<file path="config.mk">
export PLATFORM = sky130hd
export DESIGN_NAME = ordered_list_insert_delete_core
export DESIGN_NICKNAME = d
export VERILOG_FILES = /design/src/rtl/oli_pkg.sv /design/src/rtl/ordered_list_insert_delete_core.sv /design/src/rtl/oli_cell.sv
export SDC_FILE = /design/constraint.sdc
export NUM_CORES = 2
export LEC_CHECK = 0
export BUFFER_PORTS_ARGS = -buffer_cell sky130_fd_sc_hd__buf_2
export CAP_MARGIN = 15
export CORE_AREA = 2 2 229 321
export DETAILED_ROUTE_END_ITERATION = 12
export DIE_AREA = 0 0 231 323
export SYNTH_ARGS = -nofsm -noshare
export SYNTH_HDL_FRONTEND = slang
export SYNTH_SLANG_ARGS = --single-unit
</file>
<file path="constraint.sdc">
create_clock -name aclk -period 7.6 [get_ports aclk]
set_input_delay 1.52 -clock aclk [delete_from_list [all_inputs] [get_ports aclk]]
set_output_delay 1.52 -clock aclk [all_outputs]
set_load 0.02 [all_outputs]
</file>
<file path="src/rtl/oli_pkg.sv">
// ----------------------------------------------------------------------------
// Ordered list package
// Holds the shared types, the size of the list and the operation, status and
// cell control codes.
// ----------------------------------------------------------------------------
package oli_pkg;

    localparam int DEPTH = 16;
    localparam int IDX_W = $clog2(DEPTH);
    localparam int CNT_W = 5;

    localparam logic [1:0] OP_INSERT_HEAD = 2'd0;
    localparam logic [1:0] OP_INSERT_POS  = 2'd1;
    localparam logic [1:0] OP_DELETE_LAST = 2'd2;
    localparam logic [1:0] OP_TRAVERSE    = 2'd3;

    localparam logic [1:0] ST_OK    = 2'd0;
    localparam logic [1:0] ST_RANGE = 2'd1;
    localparam logic [1:0] ST_EMPTY = 2'd2;
    localparam logic [1:0] ST_FULL  = 2'd3;

    localparam logic [1:0] CELL_HOLD   = 2'd0;
    localparam logic [1:0] CELL_INSERT = 2'd1;
    localparam logic [1:0] CELL_ROTATE = 2'd2;

    typedef struct packed {
        logic [1:0]         operation;
        logic signed [31:0] value;
        logic [7:0]         position;
    } in_item_t;

    typedef struct packed {
        logic signed [31:0] element;
        logic [1:0]         status;
        logic [CNT_W-1:0]   entries_held;
        logic               last;
    } out_item_t;

    typedef struct packed {
        logic [1:0]       cmd;
        logic [IDX_W-1:0] ins_idx;
        logic [IDX_W-1:0] tail_idx;
    } cell_ctrl_t;

endpackage

</file>
<file path="src/rtl/ordered_list_insert_delete_core.sv">
// ----------------------------------------------------------------------------
// Ordered list insert/delete core
// Keeps an ordered list of up to 16 signed values in a row of cells and
// serves insert, delete-last and traverse requests.
// ----------------------------------------------------------------------------
// Requests arrive on the s_ channel and results leave on the m_ channel, both
// with valid/ready handshakes and packed struct payloads.
// Insert at head, insert at position and delete last each give one result,
// registered in the cycle after the request is taken; a new request can be
// taken every cycle while no traverse runs and the receiver keeps up.
// A traverse of a list holding N entries gives one result per entry, as the
// chain of cells rotates towards the head and the head cell is read out.
// An empty list gives a single empty-status result.
// The list is back in its original order when the traverse ends.
// While the receiver stalls, the output register holds its result, a traverse
// pauses and no new request is taken once that register is full.
// Reset empties the list and clears the handshake state; the stored entries
// are not cleared, as only entries below the fill count are ever read.
// ----------------------------------------------------------------------------
module ordered_list_insert_delete_core
    import oli_pkg::*;
(
    input  logic      aclk,
    input  logic      aresetn,
    input  logic      s_valid,
    output logic      s_ready,
    input  in_item_t  s_item,
    output logic      m_valid,
    input  logic      m_ready,
    output out_item_t m_item
);

    localparam logic S_IDLE = 1'b0;
    localparam logic S_TRAV = 1'b1;

    logic             state_reg;
    logic             state_next;
    logic [CNT_W-1:0] count_reg;
    logic [CNT_W-1:0] count_next;
    logic [CNT_W-1:0] trav_idx_reg;
    logic [CNT_W-1:0] trav_idx_next;
    logic             m_valid_reg;
    logic             m_valid_next;
    out_item_t        m_item_reg;
    out_item_t        m_item_next;

    cell_ctrl_t         ctrl;
    logic signed [31:0] cell_data [DEPTH];

    logic             out_free;
    logic             accept;
    logic             full;
    logic [8:0]       pos_w;
    logic [8:0]       cnt_plus;
    logic [CNT_W-1:0] trav_idx_inc;

    assign out_free     = !m_valid_reg || m_ready;
    assign s_ready      = (state_reg == S_IDLE) && out_free;
    assign accept       = s_valid && s_ready;
    assign full         = (count_reg == CNT_W'(DEPTH));
    assign pos_w        = {1'b0, s_item.position};
    assign cnt_plus     = 9'(count_reg) + 9'd1;
    assign trav_idx_inc = trav_idx_reg + CNT_W'(1);

    always_comb begin
        state_next    = state_reg;
        count_next    = count_reg;
        trav_idx_next = trav_idx_reg;
        m_valid_next  = m_valid_reg && !m_ready;
        m_item_next   = m_item_reg;
        ctrl.cmd      = CELL_HOLD;
        ctrl.ins_idx  = '0;
        ctrl.tail_idx = IDX_W'(count_reg - CNT_W'(1));

        if (accept) begin
            m_item_next.element = '0;
            m_item_next.last    = 1'b1;
            m_item_next.status  = ST_OK;
            case (s_item.operation)
                OP_INSERT_HEAD: begin
                    if (full) begin
                        m_item_next.status = ST_FULL;
                    end else begin
                        ctrl.cmd   = CELL_INSERT;
                        count_next = count_reg + CNT_W'(1);
                    end
                end
                OP_INSERT_POS: begin
                    if (pos_w == 9'd0 || pos_w > cnt_plus) begin
                        m_item_next.status = ST_RANGE;
                    end else if (full) begin
                        m_item_next.status = ST_FULL;
                    end else begin
                        ctrl.cmd     = CELL_INSERT;
                        ctrl.ins_idx = IDX_W'(s_item.position - 8'd1);
                        count_next   = count_reg + CNT_W'(1);
                    end
                end
                OP_DELETE_LAST: begin
                    if (count_reg == '0) begin
                        m_item_next.status = ST_EMPTY;
                    end else begin
                        count_next = count_reg - CNT_W'(1);
                    end
                end
                default: begin
                    if (count_reg == '0) begin
                        m_item_next.status = ST_EMPTY;
                    end
                end
            endcase
            m_item_next.entries_held = count_next;
            if (s_item.operation == OP_TRAVERSE && count_reg != '0) begin
                m_valid_next  = 1'b0;
                state_next    = S_TRAV;
                trav_idx_next = '0;
            end else begin
                m_valid_next = 1'b1;
            end
        end else if (state_reg == S_TRAV && out_free) begin
            ctrl.cmd                 = CELL_ROTATE;
            m_valid_next             = 1'b1;
            m_item_next.element      = cell_data[0];
            m_item_next.status       = ST_OK;
            m_item_next.entries_held = count_reg;
            m_item_next.last         = (trav_idx_inc == count_reg);
            trav_idx_next            = trav_idx_inc;
            if (trav_idx_inc == count_reg) begin
                state_next = S_IDLE;
            end
        end
    end

    for (genvar g = 0; g < DEPTH; g++) begin : g_cell
        logic signed [31:0] left_in;
        logic signed [31:0] right_in;

        if (g == 0) begin : g_head
            assign left_in = s_item.value;
        end else begin : g_body
            assign left_in = cell_data[g-1];
        end

        if (g == DEPTH - 1) begin : g_tail
            assign right_in = cell_data[0];
        end else begin : g_inner
            assign right_in = cell_data[g+1];
        end

        oli_cell #(
            .IDX(g)
        ) u_cell (
            .aclk       (aclk),
            .ctrl       (ctrl),
            .new_value  (s_item.value),
            .left_data  (left_in),
            .right_data (right_in),
            .head_data  (cell_data[0]),
            .entry      (cell_data[g])
        );
    end

    always_ff @(posedge aclk) begin
        if (!aresetn) begin
            state_reg    <= S_IDLE;
            count_reg    <= '0;
            trav_idx_reg <= '0;
            m_valid_reg  <= 1'b0;
        end else begin
            state_reg    <= state_next;
            count_reg    <= count_next;
            trav_idx_reg <= trav_idx_next;
            m_valid_reg  <= m_valid_next;
        end
        m_item_reg <= m_item_next;
    end

    assign m_valid = m_valid_reg;
    assign m_item  = m_item_reg;

endmodule

</file>
<file path="src/rtl/oli_cell.sv">
// ----------------------------------------------------------------------------
// Ordered list cell
// Holds one list entry. On an insert it takes the new value or its left
// neighbour's entry; on a traverse step it takes its right neighbour's entry,
// or the head entry when it is the tail of the list.
// ----------------------------------------------------------------------------
module oli_cell
    import oli_pkg::*;
#(
    parameter int IDX = 0
) (
    input  logic               aclk,
    input  cell_ctrl_t         ctrl,
    input  logic signed [31:0] new_value,
    input  logic signed [31:0] left_data,
    input  logic signed [31:0] right_data,
    input  logic signed [31:0] head_data,
    output logic signed [31:0] entry
);

    localparam logic [IDX_W-1:0] MY_IDX = IDX_W'(IDX);

    logic signed [31:0] entry_reg;
    logic signed [31:0] entry_next;

    always_comb begin
        entry_next = entry_reg;
        case (ctrl.cmd)
            CELL_INSERT: begin
                if (MY_IDX == ctrl.ins_idx) begin
                    entry_next = new_value;
                end else if (MY_IDX > ctrl.ins_idx) begin
                    entry_next = left_data;
                end
            end
            CELL_ROTATE: begin
                if (MY_IDX == ctrl.tail_idx) begin
                    entry_next = head_data;
                end else if (MY_IDX < ctrl.tail_idx) begin
                    entry_next = right_data;
                end
            end
            default: begin
                entry_next = entry_reg;
            end
        endcase
    end

    always_ff @(posedge aclk) begin
        entry_reg <= entry_next;
    end

    assign entry = entry_reg;

endmodule
</file>
## Word level (Yosys, flattened, before mapping)

Index checks and enable logic that the tools add are counted.

| storage, ports and cells | value |
|---|---|
| register bits after elaboration | 564 |
| output and inout port bits | 42 |
| word-level logic and storage cells | 278 |

| cells by class | value |
|---|---|
| $add $sub $neg | 5 |
| magnitude comparators | 33 |
| equal/unequal tests | 71 |
| mux-type cells | 108 |
| bitwise gates (word level) | 1 |
| reduce and logical (&&, ||, !) cells | 36 |

Operators by type and width:

| operator | number |
|---|---|
| two-way mux 32 bit | 64 |
| one-hot mux 32 bit (2 select lines) | 16 |
| != test 3 x 1 -> 1 bit, second input constant | 31 |
| == test 4 bit, first input constant | 16 |
| AND reduction 3 bit | 16 |
| two-way mux 5 bit | 7 |
| == test 3 x 4 -> 1 bit, first input constant | 8 |
| > comparator 4 bit, first input constant | 8 |
| less-than comparator 4 bit, first input constant | 8 |
| == test 2 x 4 -> 1 bit, first input constant | 4 |
| > comparator 3 x 4 -> 1 bit, first input constant | 4 |
| less-than comparator 3 x 4 -> 1 bit, first input constant | 4 |
| two-way mux 8 bit | 2 |
| one-hot mux 5 bit (3 select lines) | 1 |
| adder 5 x 1 -> 5 bit, second input constant | 2 |
| two-way mux 2 bit | 5 |
| zero test 9 bit | 1 |
| == test 1 x 4 -> 1 bit, first input constant | 2 |
| > comparator 1 x 4 -> 1 bit, first input constant | 2 |
| > comparator 2 x 4 -> 1 bit, first input constant | 2 |
| > comparator 8 x 6 -> 1 bit | 1 |
| zero test 4 bit | 2 |
| less-than comparator 1 x 4 -> 1 bit, first input constant | 2 |
| less-than comparator 2 x 4 -> 1 bit, first input constant | 2 |
| 23 further kinds | 44 |

## Logic depth before layout (Yosys ltp)

| logic depth | value |
|---|---|
| depth in word-level cells | 10 |
| gate-level depth with buffers | 14 |

## By module

Synthesis repeated with hierarchy kept, for this count alone.

| second synthesis, totals | value |
|---|---|
| cell total of the unflattened synthesis | 4057 |
| area total of the unflattened synthesis | 38256.7 um^2 |

Modules (own cells, without submodules):

| module | times used | cells an instance | area an instance (um^2) | seq. area each (um^2) |
|---|---|---|---|---|
| ordered_list_insert_delete_core | 1 | 366 | 2865.2 | 1111.1 |
| oli_cell at g_cell[10].u_cell | 1 | 233 | 2454.9 | 960.9 |
| oli_cell at g_cell[6].u_cell | 1 | 233 | 2447.3 | 960.9 |
| oli_cell at g_cell[12].u_cell | 1 | 232 | 2354.8 | 960.9 |
| oli_cell at g_cell[14].u_cell | 1 | 230 | 2292.2 | 960.9 |
| oli_cell at g_cell[11].u_cell | 1 | 231 | 2248.4 | 960.9 |
| oli_cell at g_cell[13].u_cell | 1 | 230 | 2239.6 | 960.9 |
| oli_cell at g_cell[4].u_cell | 1 | 230 | 2194.6 | 960.9 |
| oli_cell at g_cell[15].u_cell | 1 | 228 | 2180.8 | 960.9 |
| oli_cell at g_cell[1].u_cell | 1 | 230 | 2165.8 | 960.9 |
| oli_cell at g_cell[2].u_cell | 1 | 230 | 2149.6 | 960.9 |
| oli_cell at g_cell[8].u_cell | 1 | 230 | 2143.3 | 960.9 |
| oli_cell at g_cell[7].u_cell | 1 | 229 | 2118.3 | 960.9 |
| oli_cell at g_cell[3].u_cell | 1 | 232 | 2115.8 | 960.9 |
| +3 rows | n/a | n/a | n/a | n/a |

## Least setup slack after synthesis

No wires, ideal clock.

| path | value |
|---|---|
| path type | input -> register |
| start point | input s_item[0] (netlist bit) |
| end point | register g_cell[6].u_cell.entry_reg[0], enable pin |
| arrival time | 5.484 ns |
| required time | 7.120 ns |
| path slack | 1.636 ns |
| stages on the path | 8 |
| path buffers | 0 |
| path through | inv_1 > ha_1 > nand4_1 > o21ai_1 > o311ai_2 > o21ai_2 > a21oi_1 > a311oi_1 |

| between the ends | value |
|---|---|
| longest elaborated chain between the ends | 8 |
| elaborated cells between the ends (all ways) | 18 |
| those cells by class | add/sub (1); order compare (2); eq/ne (5); mux (6); reduce/logical (4) |

Ends and longest elaborated chain:

| item | line | text |
|---|---|---|
| start: declaration | ordered_list_insert_delete_core.sv:27 | `input in_item_t s_item,` |
| > comparator 8 x 6 -> 1 bit (tied with other cells) | ordered_list_insert_delete_core.sv:89 | `if (pos_w == 9'd0 \|\| pos_w > cnt_plus) begin` |
| logical OR 1 bit / two-way mux 5 bit (equally long branches) | ordered_list_insert_delete_core.sv:89, ordered_list_insert_delete_core.sv:91 |  |
| two-way mux 6 bit (*) | ordered_list_insert_delete_core.sv:89 |  |
| two-way mux 4 bit / one-hot mux 2 bit (2 select lines) (equally long branches) | ordered_list_insert_delete_core.sv:79 | `case (s_item.operation)` |
| two-way mux 4 bit / two-way mux 2 bit (equally long branches) | ordered_list_insert_delete_core.sv:75 | `if (accept) begin` |
| > comparator 3 x 4 -> 1 bit (tied with other cells) | oli_cell.sv:32 | `end else if (MY_IDX > ctrl.ins_idx) begin` |
| != test 3 x 1 -> 1 bit (no line) / nonzero test 2 bit (equally long branches) | n/a |  |
| AND reduction 3 bit (no line) (*) | n/a |  |
| end signal: assignment | oli_cell.sv:50 | `entry_reg <= entry_next;` |
| end: declaration | oli_cell.sv:23 | `logic signed [31:0] entry_reg;` |

Mark *: on every way between the ends. The rest lies on a longest branch, timed or not.
A chain may end at the register's enable or synchronous reset.

## Worst setup path in the final report

| path | value |
|---|---|
| start point | register count_reg[0] |
| end point | register g_cell[14].u_cell.entry_reg[26], enable pin |

| between the ends | value |
|---|---|
| longest elaborated chain between the ends | 9 |
| elaborated cells between the ends (all ways) | 22 |
| those cells by class | add/sub (2); order compare (3); eq/ne (7); mux (7); reduce/logical (3) |

Ends and longest elaborated chain:

| item | line | text |
|---|---|---|
| start: declaration | ordered_list_insert_delete_core.sv:38 | `logic [CNT_W-1:0] count_reg;` |
| start signal: assignment | ordered_list_insert_delete_core.sv:171 | `count_reg <= count_next;` |
| adder 5 x 1 -> 6 bit | ordered_list_insert_delete_core.sv:62 | `assign cnt_plus = 9'(count_reg) + 9'd1;` |
| > comparator 8 x 6 -> 1 bit | ordered_list_insert_delete_core.sv:89 |  |
| logical OR 1 bit | ordered_list_insert_delete_core.sv:89 |  |
| two-way mux 6 bit | ordered_list_insert_delete_core.sv:89 |  |
| two-way mux 4 bit / one-hot mux 2 bit (2 select lines) (equally long branches) | ordered_list_insert_delete_core.sv:79 |  |
| two-way mux 4 bit / two-way mux 2 bit (equally long branches) | ordered_list_insert_delete_core.sv:75 |  |
| > comparator 4 bit (tied with other cells) | oli_cell.sv:32 |  |
| != test 3 x 1 -> 1 bit (no line) / nonzero test 2 bit (equally long branches) | n/a |  |
| AND reduction 3 bit (no line) (*) | n/a |  |
| end signal: assignment | oli_cell.sv:50 |  |
| end: declaration | oli_cell.sv:23 |  |

Marks and branches as above.

==> impl_results.md <==
- Port bufs: 87
- Reg2reg path depth: 12
- Post-CTS Setup Bufs: 0
- Final hold vios: 0
- Max Cap Viol: 0
- Reg2reg start: count_reg[0]$_SDFFE_PN0P_
- Fraction of layout cells with a size suffix above 1: 0.1158
- Setup repair after global routing missed its margin: no
- Worst path max stage delay: ~0.95 ns
- Cell Chain, Critical Path: inv_1, ha_1, inv_1, ha_1, nor2b_1, o211ai_1, a21o_1, nand4_4, buf_4, nand3_1, o21ai_4, buf_4
- Yosys reg bits: roughly 560
- Crit path kind: flip-flop to flip-flop
- Final ANT Viol Nets: 0
- Area of the multi-input gates: 14140 µm²
- # hold bufs at CTS: 0
- Rows: approximately 120
- Combinational power share: 0.170
- Internal: approximately 0.0057 W
- Static leakage: 14.74 nW
- Reg2reg end: g_cell[14].u_cell.entry[26]$_DFFE_PP_
- Worst skew pair latency: approximately 0.65 ns
- Seq/Total Area, Yosys: 0.5162
- Drt pass-1 iters: 7
- Clk_skew: 0.02392 ns
- Max VDD drop: approximately 200 µV
- Slew Viols, Final: 0
- Crit path max-delay family: compound AO/OA/AOI/OAI gates
- Finished layout cell area: about 35000 µm²
- Number of gates resized after CTS: 0
- Net Switching: 0.002329 W
- Maximum clock path buffer count: 3
- Post-synth cell types: 76
- Worst setup EP type: flip-flop
- Overall power: 0.007987 W
- Hold WS: 0.4492 ns
- # clock sinks: 564
- Dpl cell area: 32800 µm²
- Switching share of power: 0.2916
- HP Class: flip-flop to flip-flop
- Hold path depth: 2
- Worst Setup SP: count_reg[0]$_SDFFE_PN0P_
- Final period util: 0.7590
- Core area: 72020 µm²
- Mapped Area: 31940 µm²
- CTS Root Cell: clkbuf_16
- Required @ worst endpoint: 7.96 ns
- Async S/R FF share, synth: 0
- CTS Buf Count: 57
- Initial DRC count: 3010
- Seq pwr share: 0.482
- Hold endpoint: m_item[20]$_SDFFE_PP0P_
- Synth Instances: 2793
- Largest register FFs: 512
- Critical path peak fanout: 20
- Hold Startpoint: m_item[20]$_SDFFE_PP0P_
- Place WS: 1.702 ns
- TNS Setup: 0 ns
- Mean Syn Cell Area: 11.44 µm²
- DRC viols: 0
- Final WS setup: ~1.8 ns
- Diode count: 0
- Via Count: 25150
- Main flop type after synthesis: edfxtp_1
- Actual slew at the worst max-slew pin: 1.198 ns
- Nets: roughly 2700
- Number of vias per cell: roughly 6.9
- Initial Util: 0.4435
- Slowest CP cell: a21o_1
- Dpl hpwl: roughly 59000 µm
- Wire length per cell: 28.40 µm
- H-tree levels: 2
- I/O pins: 88
- Number of global-route vias before repair: 24740
- Chip height: 323 µm
- Power density over the cells: 230.7 nW/µm²
- Yosys warnings: 0
- Relative slew slack: 0.1992
- Clock network fraction of total power: 0.348
- Final WL: approximately 100000 µm
- Die area: 74610 µm²
- Filler instances: ~6500
- Status: finished clean
- TritonCTS clock tree: yes
- CP Buf/Inv Count: 4
- FF/Latch Area: 16490 µm²
- Critical path arrival: 6.12 ns
- GRT overflow: 0
- Die Wd: 231 µm
- Final RePlAce weighted congestion: 0.8105
- Initial antenna violation count: 1
- Setup Viol. Count Final: 0
- Reg2Reg Setup Slack: about 1.8 ns
- Total global-route track usage: 0.2739
- Syn_nets: 2852
- Clk slew on worst S/H paths: 0.07 ns
- Final Critical Period: 5.768 ns
- First-pass GRT wire length: 156200 µm
- Number of synthesized flops with an enable pin: slightly above 500
- Area Overhead vs Synth: 8.387%
- Startpoint Class: flip-flop
- Largest net degree at the start of global routing: 199
- Fmax: 173.4 MHz
[Yosys cell counts, types with 5 or more instances]
cell | count | share of area
o221ai_1 | 399 | 0.11
o211ai_1 | 22 | 0.0052
nand2b_1 | 5 | 0.00098
a21o_2 | 7 | 0.0019
nand3_1 | 464 | 0.073
nand4_4 | 10 | 0.0067
buf_2 | 124 | 0.019
a211oi_1 | 7 | 0.0016
buf_6 | 7 | 0.0025
a21boi_0 | 5 | 0.0012
a21oi_1 | 17 | 0.0027
clkbuf_1 | 167 | 0.020
edfxtp_1 | 519 | 0.49
a21o_1 | 28 | 0.0066
nor2_1 | 29 | 0.0034
nor3_1 | 14 | 0.0022
o21ai_1 | 21 | 0.0033
nand4_1 | 7 | 0.0014
nor4_1 | 5 | 0.00098
dfxtp_1 | 45 | 0.028
mux2i_1 | 452 | 0.14
nor2b_1 | 5 | 0.00098
nand2_1 | 212 | 0.025
buf_4 | 14 | 0.0033
xor2_1 | 7 | 0.0019
ha_1 | 13 | 0.0051
xnor2_1 | 7 | 0.0019
and3_1 | 6 | 0.0012
a22o_1 | 28 | 0.0077
o21ai_0 | 31 | 0.0049
buf_1 | 24 | 0.0028
inv_1 | 13 | 0.0015
[metal layers]
layer | global-route usage | share of wire | vias to the layer above
met5 | 0 | 0.00012 | -
met1 | 0.3423 | 0.39 | 12650
li1 | - | - | 10950
met2 | 0.4623 | 0.48 | 1263
met3 | 0.04646 | 0.076 | 287
met4 | 0.1280 | 0.048 | 2
[final cells by class]
cell class | count | area share
clock buffers | 84 | 0.04764
clock inverters | 22 | 0.004012
inverters | 13 | 0.001410
multi-input cells | 1878 | 0.4086
flip-flops and latches | 564 | 0.4762
well taps | 952 | 0.03441
repair buffers | 151 | 0.02776
[per-stage QoR]
stage / utilization / std cells
2_1_floorplan: - / 2793
3_3_place_gp: 0.4554 / 3555
3_5_place_dp: 0.4554 / 3555
4_1_cts: 0.4802 / 3661
5_1_grt: 0.4806 / 3664
6_report: 0.4806 / 3664
[power by group through the flow]
stage | Clock, W | Combinational (W) | Sequential (W)
after floorplan | 0 | 0.000927 | 0.00387
after global placement | 0 | 0.00131 | 0.00390
after detailed placement | 0 | 0.00134 | 0.00391
after CTS | 0.00283 | 0.00134 | 0.00384
after global routing | 0.00293 | 0.00145 | 0.00387
final | 0.00278 | 0.00136 | 0.00385
[layout by cell type (no fill, tap or decap), types with 21 or more instances in the layout]
cell,count
o21ai_1,21
o21ai_0,29
dfxtp_1,45
mux2i_1,452
buf_4,58
edfxtp_1,519
a22o_1,28
o221ai_1,399
clkbuf_16,58
o211ai_1,22
nand2_1,202
nor2_1,29
buf_2,89
nand3_1,462
a21o_1,28
[worst min-delay path, stage by stage (launching register included)]
cell and delay (ns):
dfxtp_1 0.31, nand3_1 0.06, nand2_1 0.04
[cells by family after synthesis]
kind of cell	after synthesis	share of synthesized area
xor+xnor	16	0.004858
buf+inv	351	0.05003
fa+ha+maj	13	0.005093
flops	564	0.5162
simple gates	791	0.1262
mux	453	0.1420
compound gates	605	0.1556
[worst max-delay path by stage]
| stage | to | cells past startpoint |
|---|---|---|
| floorplan | g_cell[6].u_cell.entry[0]$_DFFE_PP_ | 8 |
| global placement | g_cell[14].u_cell.entry[23]$_DFFE_PP_ | 11 |
| detailed placement | g_cell[14].u_cell.entry[23]$_DFFE_PP_ | 11 |
| CTS | g_cell[14].u_cell.entry[18]$_DFFE_PP_ | 12 |
| global route | g_cell[14].u_cell.entry[26]$_DFFE_PP_ | 12 |
| finish | g_cell[14].u_cell.entry[26]$_DFFE_PP_ | 12 |
No activity file was read; power rests on OpenSTA's default activity.
